`config.mk`:
```
export PLATFORM = sky130hd
export DESIGN_NAME = local_alignment_score
export DESIGN_NICKNAME = d
export VERILOG_FILES = /design/src/lasc_pkg.sv /design/src/lasc_cell.sv /design/src/local_alignment_score.sv
export SDC_FILE = /design/constraint.sdc
export NUM_CORES = 2
export LEC_CHECK = 0
export ABC_AREA = 0
export CAP_MARGIN = 20
export CORE_UTILIZATION = 32
export CTS_CLUSTER_DIAMETER = 150
export DETAILED_ROUTE_END_ITERATION = 16
export DONT_BUFFER_PORTS = 1
export PLACE_DENSITY = 0.52
export RECOVER_POWER = 50
export SETUP_SLACK_MARGIN = 0.2
export SYNTH_ARGS = -nofsm -noshare
export SYNTH_HDL_FRONTEND = slang
export SYNTH_HIERARCHICAL = 1
export SYNTH_SLANG_ARGS = --single-unit
```
`constraint.sdc`:
```
create_clock -name i_clk -period 11.6 [get_ports i_clk]
set_input_delay 1.74 -clock i_clk [delete_from_list [all_inputs] [get_ports i_clk]]
set_output_delay 1.74 -clock i_clk [all_outputs]
set_load 0.01 [all_outputs]
```
`src/lasc_pkg.sv`:
```
// ----------------------------------------------------------------------------
// lasc_pkg: shared types and constants for the local alignment scorer
// Score width, scoring constants, register indexes and the wavefront record
// that travels from cell to cell.
// ----------------------------------------------------------------------------
package lasc_pkg;

    localparam int SCORE_W = 5;
    localparam int CHAR_W  = 8;
    localparam int CFG_W   = 64;
    localparam int CFG_IDX_W = 2;

    localparam logic [SCORE_W-1:0] SCORE_MATCH    = 5'd1;
    localparam logic [SCORE_W-1:0] SCORE_MISMATCH = 5'd8;
    localparam logic [SCORE_W-1:0] SCORE_GAP      = 5'd4;

    typedef logic [SCORE_W-1:0] t_score;

    typedef enum logic [CFG_IDX_W-1:0] {
        CFG_PAT_LOW  = 2'd0,
        CFG_PAT_HIGH = 2'd1,
        CFG_PAT_LEN  = 2'd2
    } t_cfg_idx;

    // One keyword byte as it moves down the row of cells
    typedef struct packed {
        logic              valid;
        logic [CHAR_W-1:0] char_v;
        logic              last;
        t_score            left;
        t_score            diag;
        t_score            best;
    } t_wave;

    function automatic t_score score_max(input t_score a, input t_score b);
        return (a > b) ? a : b;
    endfunction

    // Subtract a penalty, floored at zero
    function automatic t_score score_sub(input t_score a, input t_score p);
        return (a >= p) ? t_score'(a - p) : '0;
    endfunction

endpackage

```
`src/lasc_cell.sv`:
```
// ----------------------------------------------------------------------------
// lasc_cell: one pattern position of the systolic scoring row
// Holds the row score of its position, scores the passing keyword byte
// against its pattern byte and hands the wavefront to the next cell.
// ----------------------------------------------------------------------------
module lasc_cell (
    input  logic                  i_clk,
    input  logic                  i_rst_n,
    input  logic                  i_advance,
    input  logic                  i_active,
    input  logic [7:0]            i_pattern_char,
    input  lasc_pkg::t_wave       i_wave,
    output lasc_pkg::t_wave       o_wave
);
    import lasc_pkg::*;

    t_score r_row, n_row;
    t_wave  r_wave, n_wave;
    t_score diag_term;
    t_score cell_score;

    // Score this byte from the diagonal, upper and left neighbors
    always_comb begin
        if (i_wave.char_v == i_pattern_char) begin
            diag_term = t_score'(i_wave.diag + SCORE_MATCH);
        end else begin
            diag_term = score_sub(i_wave.diag, SCORE_MISMATCH);
        end
        cell_score = score_max(diag_term,
                               score_max(score_sub(r_row, SCORE_GAP),
                                         score_sub(i_wave.left, SCORE_GAP)));
    end

    // Build the record for the next cell and the new row value
    always_comb begin
        n_row  = r_row;
        n_wave = i_wave;
        if (i_wave.valid) begin
            if (i_active) begin
                n_row       = i_wave.last ? '0 : cell_score;
                n_wave.left = cell_score;
                n_wave.diag = r_row;
                n_wave.best = score_max(i_wave.best, cell_score);
            end else begin
                n_row       = '0;
                n_wave.left = '0;
                n_wave.diag = '0;
            end
        end
    end

    // Advance the row as a whole; hold while stalled
    always_ff @(posedge i_clk) begin
        if (!i_rst_n) begin
            r_row        <= '0;
            r_wave.valid <= 1'b0;
        end else if (i_advance) begin
            r_row  <= n_row;
            r_wave <= n_wave;
        end
    end

    assign o_wave = r_wave;

endmodule

```
`src/local_alignment_score.sv`:
```
// ----------------------------------------------------------------------------
// local_alignment_score: Smith-Waterman local alignment score
// Scores a configured pattern of up to PATTERN_MAX bytes against a keyword
// streamed one byte per transaction, linear gap, cells floored at zero.
// ----------------------------------------------------------------------------
//  channel   | direction | handshake            | payload
//  ----------+-----------+----------------------+------------------------------
//  keyword   | in        | i_valid / o_ready    | i_keyword_char, i_keyword_last
//  score     | out       | o_valid / i_ready    | o_best_score, o_is_match
//  config    | in        | i_cfg_valid / o_cfg_ready | i_cfg_index, i_cfg_data
//
// While the row advances, one keyword byte enters per cycle and each byte
// moves through one cell per cycle; a score is registered as a last byte leaves.
// The row of cells advances as a whole; it stalls only when a last byte
// reaches the end of the row while a score is still waiting to be taken.
// Synchronous active-low reset clears the row, the running best and config.
// ----------------------------------------------------------------------------
module local_alignment_score #(
    parameter int PATTERN_MAX = 16
) (
    input  logic                            i_clk,
    input  logic                            i_rst_n,
    input  logic                            i_valid,
    output logic                            o_ready,
    input  logic [7:0]                      i_keyword_char,
    input  logic                            i_keyword_last,
    output logic                            o_valid,
    input  logic                            i_ready,
    output logic [4:0]                      o_best_score,
    output logic                            o_is_match,
    input  logic                            i_cfg_valid,
    output logic                            o_cfg_ready,
    input  logic [lasc_pkg::CFG_IDX_W-1:0]  i_cfg_index,
    input  logic [lasc_pkg::CFG_W-1:0]      i_cfg_data
);
    import lasc_pkg::*;

    localparam logic [SCORE_W-1:0] LEN_MAX = SCORE_W'(PATTERN_MAX);

    logic [CFG_W-1:0]   r_pat_low;
    logic [CFG_W-1:0]   r_pat_high;
    logic [SCORE_W-1:0] r_pat_len;
    logic [SCORE_W-1:0] len_eff;
    logic [2*CFG_W-1:0] pattern;

    t_wave  wave [PATTERN_MAX+1];
    t_score r_best, n_best;
    t_score best_all;
    logic   r_out_valid, n_out_valid;
    t_score r_out_score, n_out_score;
    logic   advance;
    t_wave  tail;

    // Configuration registers
    assign o_cfg_ready = 1'b1;

    always_ff @(posedge i_clk) begin
        if (!i_rst_n) begin
            r_pat_low  <= '0;
            r_pat_high <= '0;
            r_pat_len  <= '0;
        end else if (i_cfg_valid) begin
            case (t_cfg_idx'(i_cfg_index))
                CFG_PAT_LOW:  r_pat_low  <= i_cfg_data;
                CFG_PAT_HIGH: r_pat_high <= i_cfg_data;
                CFG_PAT_LEN:  r_pat_len  <= i_cfg_data[SCORE_W-1:0];
                default: ;
            endcase
        end
    end

    assign pattern = {r_pat_high, r_pat_low};
    assign len_eff = (r_pat_len > LEN_MAX) ? LEN_MAX : r_pat_len;

    // Stall only when a finished score cannot leave
    assign tail    = wave[PATTERN_MAX];
    assign advance = !(tail.valid && tail.last && r_out_valid && !i_ready);
    assign o_ready = advance;

    // Feed the head of the row
    assign wave[0] = '{valid: i_valid, char_v: i_keyword_char, last: i_keyword_last,
                       left: '0, diag: '0, best: '0};

    // Row of cells, one per pattern position
    for (genvar j = 0; j < PATTERN_MAX; j++) begin : g_cell
        lasc_cell u_cell (
            .i_clk          (i_clk),
            .i_rst_n        (i_rst_n),
            .i_advance      (advance),
            .i_active       (SCORE_W'(j) < len_eff),
            .i_pattern_char (pattern[j*CHAR_W +: CHAR_W]),
            .i_wave         (wave[j]),
            .o_wave         (wave[j+1])
        );
    end

    // Fold the per-byte best into the keyword best; emit on the last byte
    always_comb begin
        best_all    = score_max(r_best, tail.best);
        n_best      = r_best;
        n_out_valid = r_out_valid && !i_ready;
        n_out_score = r_out_score;
        if (advance && tail.valid) begin
            if (tail.last) begin
                n_best      = '0;
                n_out_valid = 1'b1;
                n_out_score = best_all;
            end else begin
                n_best = best_all;
            end
        end
    end

    always_ff @(posedge i_clk) begin
        if (!i_rst_n) begin
            r_best      <= '0;
            r_out_valid <= 1'b0;
        end else begin
            r_best      <= n_best;
            r_out_valid <= n_out_valid;
        end
    end

    always_ff @(posedge i_clk) begin
        r_out_score <= n_out_score;
    end

    assign o_valid      = r_out_valid;
    assign o_best_score = r_out_score;
    assign o_is_match   = (r_out_score != '0);

endmodule

```
Word-level counts from Yosys, hierarchy flattened
Index checks and enable logic that the tools add are counted.
{ "op_classes": {"muxes": 190, "n_reduce_logical": 32, "n_lt_le_gt_ge": 112, "n_addsub": 61, "n_bitwise": 3, "n_eq_ne": 18} }
{ "op_table": {"columns": ["cell", "n"], "rows": [
  ["$mux 5", 159],
  ["$gt 5x5->1", 46],
  ["$mux 15", 14],
  ["$ge 5x3->1 const B", 31],
  ["$sub 5x3->5 const B", 31],
  ["$mux 10", 14],
  ["$eq 8x8->1", 16],
  ["$add 5x1->5 const B", 15],
  ["$ge 5x4->1 const B", 15],
  ["$sub 5x4->5 const B", 15],
  ["$reduce_and 2->1", 22],
  ["$lt 4x5->1 const A", 8],
  ["$lt 3x5->1 const A", 4],
  ["$lt 1x5->1 const A", 2],
  ["$lt 2x5->1 const A", 2],
  ["$gt 1x5->1", 1],
  ["$gt 1x5->1 const A", 1],
  ["$gt 5x1->1 const B", 1],
  ["$gt 5x5->1 const B", 1],
  ["$logic_and 1x1->1", 5],
  ["$reduce_bool 5->1", 1],
  ["$mux 1", 3],
  ["$not 1->1", 3],
  ["$reduce_or 3->1", 1],
  ["4 further kinds", 5]
]} }
{ "totals": {"ff_bits": 606, "output_inout_bits": 9} }

Depth between registers and ports, before layout
{ "logic_depth": {"depth_word": 10, "ltp_mapped": 24} }

Cells and area by module
The synthesis kept the hierarchy.
{ "by_module_without_submodules": {"columns": ["mod", "area_per_inst_um2", "seq_area_each_um2", "cells_per_inst", "instances"], "rows": [
  ["lasc_cell at g_cell[14].u_cell ...", 2035.7, 840.8, 197, 8],
  ["lasc_cell at g_cell[0].u_cell ...", 2088.3, 840.8, 197, 7],
  ["local_alignment_score", 5729.2, 2932.8, 671, 1],
  ["lasc_cell at g_cell[5].u_cell", 2034.5, 840.8, 197, 1]
]} }

Least setup slack after synthesis
No wires, ideal clock.
{ "synth_timing": {"kind": "reg-to-reg", "startpoint": "register g_cell[13].u_cell.r_wave, in the netlist g_cell[13].u_cell/o_wave[13]", "endpoint": "register g_cell[14].u_cell.r_wave, in the netlist g_cell[14].u_cell/o_wave[0], data pin", "t_arrival_ns": 5.261, "required_ns": 11.340, "slack_ns": 6.079, "synth_period_minus_slack_ns": 5.521, "stages_incl_launch_ff": 24, "setup_time_ns": 0.260, "cell_sequence": "edfxtp_1 -> inv_1 -> ha_1 -> or3b_2 -> a31oi_1 -> inv_1 -> ha_1 -> a211oi_2 -> o221ai_2 -> o21ai_2 -> mux2_2 -> inv_1 -> ha_1 -> a21oi_1 -> o21ai_1 -> a221oi_2 -> a41o_2 -> mux2i_1 -> ha_1 -> nor2b_1 -> nor3_1 -> o21ai_0 -> a21oi_1 -> mux2_4"} }
{ "synth_rtl": {"columns": ["element", "line_no", "text"], "rows": [
  ["start: declaration", "lasc_cell.sv:18", "t_wave r_wave, n_wave;"],
  ["start signal: assignment", "lasc_cell.sv:59", "r_wave <= n_wave;"],
  ["end signal: assignment", "lasc_cell.sv:59", null],
  ["end: declaration", "lasc_cell.sv:18", null]
]} }

==> reports/results.tsv <==
stage	metric	value	unit
run_status	status	finished with violations	
run_status	violations	max-capacitance violations, max-slew violations	
sta	drv_slew	214	
sta	worst_pin_slew	3410	ps
final_layout	fin_nets	4230	
run	cap_violations	6	
final_layout	syn_to_final_growth	10.7	%
sta	clock_skew	27.2	ps
worst_setup_path	ff2ff_setup_slack	5400	ps
die	core-area	0.118	sq mm
sta	fin_setup_tns	0	ps
sta	maxSlewHeadroom	-128	%
worst_setup_path	crit_start	g_cell[0].u_cell/o_wave[13]	
clock_network	clk_path_buf_depth	3	
route	via_per_inst	4.94	
sta	finalCriticalPeriod	6200	ps
clock_network	cts_buffers	69	
synthesis	synth_area_per_cell	10.0	sq um
grt	grt_antenna_before_repair	7	
clock_network	hold_buffers	0	
worst_setup_path	r2r-start	g_cell[0].u_cell/o_wave[13]	
die	die_height	347	um
die	rows	126	
die	ios	89	
synthesis	syn_inst	3784	
synthesis	syn_area	0.0380	sq mm
worst_setup_path	r2r-end	g_cell[1].u_cell/o_wave[0]	
clock_network	clk_pin_slew	60	ps
grt	grt_max_degree	186	
placement	port_buffers	0	
power	p_sw_share	28.1	%
final_layout	layout-drive-gt1-share	10.4	%
sta	fmax	161	MHz
power	p_per_area	139	mW/mm^2
route	totalWireLength	98700	um
die	initial_utilization	32.2	%
clock_network	cts_resized	0	
clock_network	cts_root_buf	clkbuf_16	
clock_network	clk_latency	640	ps
clock_network	cts_sinks	606	
power	p_switching	0.00165	W
power	p_comb_share	18.1	%
route	wl_per_cell	18.2	um
route	drt_pre_antenna_iters	5	
synthesis	yosys_warnings	6	
worst_setup_path	cp-start-kind	register	
sta	rsz0062_at_grt	false	
worst_setup_path	crit_required	11980	ps
route	ant_nets	0	
sta	finalHoldViolCount	0	
worst_setup_path	r2r_cells	23	
clock_network	postCtsSetupBuffers	0	
placement	dpl.hpwl	76500	um
worst_setup_path	cp-end-kind	register	
power	clkPwrFrac	39.4	%
grt	grt_usage	16.2	%
grt	grt_pass1_wl	152000	um
die	die_width	347	um
worst_setup_path	worstPathArrival	6580	ps
clock_network	cts_tree	built	
placement	globalplace.congestion	0.872	
route	via_count	26806	
die	fp.dieArea	0.120	sq mm
sta	hold_slack	469	ps
sta	finalCritPeriodShare	53.4	%
worst_setup_path	crit_fanout	6	
route	drtIter0Drc	1647	
grt	grt-ovfl-total	0	
clock_network	cts_htree_levels	3	
power	pwr-share-seq	42.5	%
worst_hold_path	hp-class	register to register	
sta	setup_viol	0	
power	internal_power	0.00422	W
worst_setup_path	critical_path_class	register to register	
power	ir_drop	0.0000900	V
worst_setup_path	critPathCapture	g_cell[1].u_cell/o_wave[0]	
route	drc	0	
grt	grt_pass1_vias	25683	
power	cellLeakagePower	16.6	nW
## flip-flops by register name, indices dropped and copies added, names as in the netlist
name                  count
g_cell.u_cell/o_wave    382
g_cell.u_cell/r_row      80
r_pat_high               64
r_pat_low                64
o_best_score              5
r_best                    5
r_pat_len                 5
o_valid                   1
## how the worst min path moves through the flow
stage / startpoint / end / slack (ps) / depth (start not counted)
final: g_cell[4].u_cell/o_wave[15] / g_cell[5].u_cell/o_wave[15] / 470 / 0
after global routing: g_cell[4].u_cell/o_wave[15] / g_cell[5].u_cell/o_wave[15] / 480 / 0
after CTS: g_cell[4].u_cell/o_wave[15] / g_cell[5].u_cell/o_wave[15] / 470 / 0
after detailed placement: g_cell[4].u_cell/o_wave[15] / g_cell[5].u_cell/o_wave[15] / 450 / 0
after global placement: g_cell[4].u_cell/o_wave[15] / g_cell[5].u_cell/o_wave[15] / 430 / 0
after floorplan: g_cell[9].u_cell/o_wave[15] / g_cell[10].u_cell/o_wave[15] / 420 / 0
## per-stage QoR
step / util (%) / setup slack (ps) / instances / cell area, sq um / total power (W)
5_1_grt: 35.7 / 5020 / 5418 / 42100 / 0.00616
3_3_place_gp: 33.6 / 5570 / 5286 / 39600 / 0.00359
3_5_place_dp: 33.6 / 5450 / 5286 / 39600 / 0.00360
6_report: 35.7 / 5400 / 5422 / 42100 / 0.00587
4_1_cts: 35.6 / 5420 / 5414 / 42000 / 0.00593
2_1_floorplan: - / 6080 / 3831 / 38200 / 0.00335
## final cells by class
type / instances / area (sq um)
well taps: 1536 / 1920
flip-flops and latches: 606 / 15800
fillers: 11918 / 75800
clock inverters: 31 / 397
diodes: 4 / 10.0
multi-input cells: 2667 / 20000
clock buffers: 97 / 2010
inverters: 463 / 1740
repair buffers: 18 / 178
## cells in the final DEF, fill, tap and decap left out, types with 41 or more instances in the layout
master       n
inv_1      463
ha_1       325
o21ai_0    187
xnor2_1    183
edfxtp_1   371
conb_1      49
o21ai_1     92
nand4_1     41
dfxtp_1    235
a21boi_0   153
nor2b_1     48
nor2_1      62
clkbuf_16   73
nand3_1    117
o22ai_1     67
mux2i_1    166
a21oi_1    120
nand2_1    520
nor3_1      76
mux2i_4     53
## metal layers
layer  vias to the layer above  global-route usage [%]  share of wire, %  wire length, um
li1                      13435                       -                 -                -
met1                     12819                    22.1                47            46700
met2                       438                    26.2                45            44700
met3                       104                    3.91               5.8             5700
met4                        10                    3.15               1.6             1570
met5                         -                       0             0.064               63
## worst max-delay path, cell delays in order (launching register included)
cell      delay (ps)
edfxtp_1         400
inv_1            150
ha_1             160
or3b_2           470
a31oi_1          260
inv_1             70
ha_1             300
a211oi_2         250
o221ai_2         160
o21ai_2          140
mux2_2           410
inv_1             70
ha_1             250
a21oi_1          150
o21ai_1           90
a221oi_2         330
a41o_2           270
mux2i_1          480
ha_1             330
nor2b_1          130
nor3_1           110
o21ai_0          100
a21oi_1          520
mux2_4           350
## power groups by stage
stage / clock [W] / combinational (W) / sequential [W]
finish: 0.00232 / 0.00106 / 0.00249
global route: 0.00246 / 0.00119 / 0.00251
CTS: 0.00237 / 0.00106 / 0.00249
detailed placement: 0 / 0.00106 / 0.00254
global placement: 0 / 0.00105 / 0.00254
floorplan: 0 / 0.000853 / 0.00249
Power figures use the tool's default switching activity.
